[config.mk]
export PLATFORM = sky130hd
export DESIGN_NAME = wsd_merge
export DESIGN_NICKNAME = d
export VERILOG_FILES = /design/src/rtl/core/wsd_pkg.sv /design/src/rtl/core/wsd_merge.sv
export SDC_FILE = /design/constraint.sdc
export NUM_CORES = 1
export LEC_CHECK = 0
export BUFFER_PORTS_ARGS = -buffer_cell sky130_fd_sc_hd__buf_4
export CAP_MARGIN = 20
export CORE_UTILIZATION = 42
export DETAILED_ROUTE_END_ITERATION = 7
export PLACE_DENSITY = 0.78
export RECOVER_POWER = 50
export SYNTH_ARGS = -nofsm -noshare
export SYNTH_HDL_FRONTEND = slang
export SYNTH_SLANG_ARGS = --single-unit
[constraint.sdc]
create_clock -name vclk -period 8.8
set_input_delay 1.76 -clock vclk [all_inputs]
set_output_delay 1.76 -clock vclk [all_outputs]
set_load 0.02 [all_outputs]
[src/rtl/core/wsd_pkg.sv]
// Package for the window stability detector: shared types and constants.
// No dependencies.
package wsd_pkg;

   localparam int DataWidth = 32;
   localparam int EpsWidth = 16;
   localparam int NumAxes = 3;
   localparam logic [31:0] SatMax = 32'hFFFF_FFFF;

   // Configuration register indexes.
   localparam logic [1:0] RegThreshold = 2'd0;
   localparam logic [1:0] RegEpsilon = 2'd1;
   localparam logic [1:0] RegUnstable = 2'd2;

   // Controller states.
   typedef enum logic [2:0] {
      ST_IDLE,
      ST_ACCUM,
      ST_PREP,
      ST_DIV,
      ST_MERGE,
      ST_OUT
   } state_type;

   // Per-lane result handed to the merge stage.
   typedef struct packed {
      logic [31:0] term;
      logic [31:0] mean;
   } lane_result_type;

   // Control from the sequencer to the lanes.
   typedef struct packed {
      logic clear;
      logic accum;
      logic prep;
      logic div_step;
   } lane_ctrl_type;

endpackage

[src/rtl/core/wsd_merge.sv]
// Merge stage: adds the three lane terms with saturation and compares to
// the threshold. Uses wsd_pkg.
module wsd_merge
   import wsd_pkg::*;
(
   input  lane_result_type [NumAxes-1:0] lanes,
   input  logic [31:0]                   threshold,
   output logic [31:0]                   sum,
   output logic                          stable
);

   logic [32:0] s1, s2;
   logic [31:0] s1_sat;

   // Saturate after each addition as the axes are combined.
   always_comb begin
      s1 = {1'b0, lanes[0].term} + {1'b0, lanes[1].term};
      s1_sat = s1[32] ? SatMax : s1[31:0];
      s2 = {1'b0, s1_sat} + {1'b0, lanes[2].term};
      sum = s2[32] ? SatMax : s2[31:0];
      stable = (sum <= threshold);
   end

endmodule

==> results of run 1 <==
## cells in the mapped netlist (3+ instances only)
master,count
nand3_1,12
a31oi_1,13
nand2_2,10
nor3_1,7
o21a_1,12
a31o_2,4
xnor2_1,29
nand2_1,81
a21oi_1,61
clkbuf_1,13
nor2_1,32
inv_1,48
and4_1,4
nand2b_1,9
and2_1,4
and3_1,7
a21o_1,40
a211o_1,3
o21bai_1,7
a211oi_1,9
o21ai_0,40
a41oi_2,3
o21ai_2,4
o211ai_1,8
xor2_1,21
nor2b_1,9
o21ai_1,9
nand4_1,15
o31ai_1,5
ha_1,96
buf_6,5
## per-layer routing
metal | up-vias | track usage (%) | share of wire [%]
met5 | - | 0 | 0
met4 | 0 | 5.85 | 2.0
met3 | 29 | 1.72 | 4.6
met2 | 199 | 53.8 | 49
met1 | 2847 | 36.0 | 45
li1 | 3174 | - | -
## worst max-delay path, delay by kind of cell
kind	cells	cell delay [ps]
AO/OA/AOI/OAI	21	3510
adder cells (fa/ha/maj)	4	990
buffers and inverters	8	970
AND/OR/NAND/NOR	4	400
## worst paths after layout
check,slack (ps),from,endpoint,depth (start not counted)
hold / removal,4150,lanes[191],sum[31],6
setup / recovery,-630,lanes[96],stable,37
## cell usage in the layout (no fill, tap or decap), types with 5 or more instances in the layout
master / synthesis / routed
buf_4: 1 / 394
ha_1: 96 / 84
nand2_1: 81 / 73
a21oi_1: 61 / 51
inv_1: 48 / 47
a21o_1: 40 / 40
o21ai_0: 40 / 34
nor2_1: 32 / 30
xnor2_1: 29 / 29
xor2_1: 21 / 21
nand4_1: 15 / 15
o21a_1: 12 / 12
a31oi_1: 13 / 12
nand2_2: 10 / 12
nand3_1: 12 / 11
a21oi_2: 0 / 10
o21ai_2: 4 / 10
nor2b_1: 9 / 9
nand2b_1: 9 / 9
o211ai_1: 8 / 8
ha_4: 0 / 8
and3_1: 7 / 7
o21ai_1: 9 / 7
o21bai_1: 7 / 7
a211oi_1: 9 / 6
nor3_1: 7 / 6
nand2_4: 0 / 5
## cell families after synthesis
kind of cell,Yosys count
AO/OA/AOI/OAI,237
AND/OR/NAND/NOR,200
adder cells (fa/ha/maj),98
buffers and inverters,69
XOR/XNOR,50
multiplexers,1
## stage by stage
| step | utilization [%] | std cells | setup TNS, ps | worst slack (ps) |
|---|---|---|---|---|
| final | 77.4 | 1173 | -629 | -629 |
| after global routing | 77.4 | 1173 | -838 | -838 |
| after floorplan | - | 655 | -73.5 | -73.5 |
| after global placement | 73.1 | 1146 | -543 | -543 |
| after CTS | 77.2 | 1173 | -454 | -454 |
| after detailed placement | 73.1 | 1146 | -734 | -734 |
## layout make-up
class	count	area, µm²
inverter	48	180
fill	775	2360
timing repair buffer	403	3130
tap	136	170
multi-input combinational	586	4570
## where the power goes
group / internal (mW) / switching [mW] / leakage, nW
Clock: 0 / 0 / 0
Combinational: 0.691 / 0.643 / 4.21
Sequential: 0 / 0 / 0
## repair_timing
item	4_1_cts	5_1_grt
gates resized for setup	40	4
pin swaps	27	3
buffers inserted	24	0
setup endpoints to repair	1	1
hold buffers	0	0
cloned	3	0
==> flow_summary.yaml, run 1 <==
outcome:
  status: "finished with violations"
  violations: "setup timing"
synth:
  synth_top_cell_area_share_pct: 26.5
  synth_mux_area_share_pct: 0.221
  synth_top_family_by_area: "compound AO/OA/AOI/OAI gates"
  synthTopCellsByArea: "ha_1 26%, a21oi_1 6.7%, nand2_1 6.7%, a21o_1 6.6%, xnor2_1 5.6%"
  synth_cells: 655
  synth-seq-area-share_pct: 0
  ys_types: 58
  yosysWarnings: 0
  syn_area_um2: 4540
  synth_compound_area_share_pct: 34.7
  synthXorXnorAreaFrac_pct: 9.66
  synth-simple-area-share_pct: 21.4
  synth_top_area_cell: "ha_1"
  yosys.area_share.adder_pct: 27.4
  syn_area_per_cell_um2: 6.92
  syn_nets: 977
placement:
  routabilityCongestion: 0.853
  port_buffers: 161
  hpwlAfterDp_um: 13800
  placed_cell_area_um2: 7610
sta:
  slew_headroom_pct: 71.4
  timing.hold.ws_ps: 4150
  fin_crit_sh_pct: 107
  fmax_ghz: 0.106
  min_period_ps: 9430
  slew_violations: 0
  rsz0062_at_grt: "true"
  hold_violations: 0
  finalSetupViolations: 1
  tightest_slew_ps: 424
  setup_ws_ps: -629
pwr:
  total_power_mw: 1.33
  power_density_nw_per_um2: 166
  peakVddDrop_mv: 0.118
  power_leakage_nw: 4.21
floorplan:
  core_um2: 10400
  die_area_um2: 11200
  io_pins: 257
  rows: 37
  die_h_um: 106
  die_w_um: 106
  start_util_pct: 43.5
finish:
  fin_nets: 1361
  flops_and_latches: 0
  final.clkbuf_count: 0
  diodes: 0
  finalInstanceArea_um2: 8060
  drive_gt1_share_pct: 47.1
  area_growth_pct: 77.7
  register_area_um2: 0
global_routing:
  antenna_found_initial: 0
  grt_max_degree: 10
  grt_pass1_wl_um: 27200
  grt_remaining_overflow: 0
  grtUsageTotal_pct: 28.8
  grt_pass1_vias: 6216
critical_path:
  crit_arrival_ps: 7670
  critical_path.max_fanout: 9
  critPathMaxStageDelay_ps: 340
  required_ps: 7040
  crit_type: "primary input to output pin"
  cp-end-kind: "output pin"
  crit_top_cell: "o21ai_2"
  cp-start-kind: "primary input"
  cp_slowest_cell: "fa_2"
route:
  drc_errors: 0
  routedWlPerCell_um: 14.0
  drt-initial-drc-count: 262
  vias_per_cell: 5.33
  vias: 6249
  routed_wl_um: 16400
  dr.pass1.iters: 5
  drtAntennaViolNets: 0
min_path:
  hp-class: "primary input to output pin"
run:
  maxCapViolations: 0
No activity file was read; power rests on OpenSTA's default activity.
==> run 2, diff against run 1 <==
--- a/config.mk
+++ b/config.mk
@@ -9,7 +9,7 @@
 export CAP_MARGIN = 20
 export CORE_UTILIZATION = 42
 export DETAILED_ROUTE_END_ITERATION = 7
-export PLACE_DENSITY = 0.78
+export PLACE_DENSITY = 0.75
 export RECOVER_POWER = 50
 export SYNTH_ARGS = -nofsm -noshare
 export SYNTH_HDL_FRONTEND = slang
==> constraint.sdc (replaced) <==
create_clock -name vclk -period 11.6
set_input_delay 2.32 -clock vclk [all_inputs]
set_output_delay 2.32 -clock vclk [all_outputs]
set_load 0.02 [all_outputs]
==> flow_summary.yaml, run 2 (synthesis gave the netlist of run 1 again) <==
critical_path:
  crit_type: "primary input to output pin"
  cp_slowest_cell: "or4_4"
  cp-start-kind: "primary input"
  required_ps: 9280
  critPathMaxStageDelay_ps: 430
  critical_path.max_fanout: 20
  crit_arrival_ps: 8790
  cp-end-kind: "output pin"
global_routing:
  grtUsageTotal_pct: 22.6
  grt_remaining_overflow: 0
  grt_pass1_wl_um: 21700
  grt_max_degree: 22
  grt_pass1_vias: 4770
  antenna_found_initial: 0
sta:
  tightest_slew_ps: 419
  fin_crit_sh_pct: 95.8
  finalSetupViolations: 0
  hold_violations: 0
  timing.hold.ws_ps: 5110
  setup_ws_ps: 488
  rsz0062_at_grt: "false"
  fmax_ghz: 0.0900
  tns_ps: 0
  slew_headroom_pct: 71.8
  slew_violations: 0
  min_period_ps: 11110
placement:
  hpwlAfterDp_um: 11400
  port_buffers: 161
  routabilityCongestion: 0.877
  placed_cell_area_um2: 5830
  place_ws_ps: 135
pwr:
  clkPwrFrac_pct: 0
  power_leakage_nw: 2.97
  switching_share_pct: 56.9
  p_comb_share_pct: 100.0
  p_sw_mw: 0.398
  peakVddDrop_mv: 0.0752
  power_density_nw_per_um2: 119
  power.internal_mw: 0.301
  power_frac_seq_pct: 0
finish:
  fin_nets: 1123
  finalInstanceArea_um2: 5860
  register_area_um2: 0
  multiInputGateArea_um2: 4280
  area_growth_pct: 29.3
  fill_cells: 1025
  final.clkbuf_count: 0
  drive_gt1_share_pct: 24.9
  diodes: 0
  final_common_cell: "buf_4"
  flops_and_latches: 0
  final_cell_mix: "160 x buf_4, 94 x ha_1, 81 x nand2_1, 60 x a21oi_1, 48 x inv_1"
clock_tree:
  cts-resized-gates: 0
  ctsHoldBuffers: 0
  cts_setup_buffers: 0
route:
  drc_errors: 0
  drt-initial-drc-count: 258
  routed_wl_um: 13200
  vias_per_cell: 5.52
  routedWlPerCell_um: 14.1
  vias: 5164
  drtAntennaViolNets: 0
  dr.pass1.iters: 6
min_path:
  hp-class: "primary input to output pin"
outcome:
  status: "finished, final reports clean"
floorplan:
  die_w_um: 106
  io_pins: 257
  die_area_um2: 11200
  die_h_um: 106
  start_util_pct: 43.5
  core_um2: 10400
  rows: 37
run:
  maxCapViolations: 0
## run 2: path summary, 6_finish.rpt
check             startpoint      to  slack, ps  depth (start not counted)
hold / removal    lanes[160]  sum[0]       5110                          5
setup / recovery   lanes[32]  stable        490                         34
## run 2: final cells by class
class | instances | share of cell area [%]
inverter | 48 | 3.07
timing repair buffer | 164 | 21.0
multi-input combinational | 587 | 73.0
tap | 136 | 2.90
## run 2: worst max-delay path: cells and delay by family
| kind | cells | cell delay, ps |
|---|---|---|
| adder cells (fa/ha/maj) | 4 | 1300 |
| AO/OA/AOI/OAI | 19 | 3430 |
| AND/OR/NAND/NOR | 8 | 1290 |
| buffers and inverters | 3 | 430 |
## run 2: power groups by stage
stage	Clock, mW	Sequential [mW]	Combinational [mW]
5_1_grt	0	0	0.776
3_3_place_gp	0	0	0.672
3_5_place_dp	0	0	0.688
4_1_cts	0	0	0.691
2_1_floorplan	0	0	0.487
6_report	0	0	0.699
## run 2: metrics by stage
step / instances / util [%] / power, mW
finish: 935 / 56.3 / 0.699
global route: 935 / 56.3 / 0.776
CTS: 934 / 56.0 / 0.691
detailed placement: 934 / 56.0 / 0.688
global placement: 934 / 56.0 / 0.672
floorplan: 655 / - / 0.487
## run 2: routing by layer
metal  GRT usage, %  wire length, µm  share of wire [%]
met2           38.7             5850                 44
met5              0                0                  0
met1           32.9             6580                 50
met3          0.797              677                5.1
met4          0.496               87               0.66
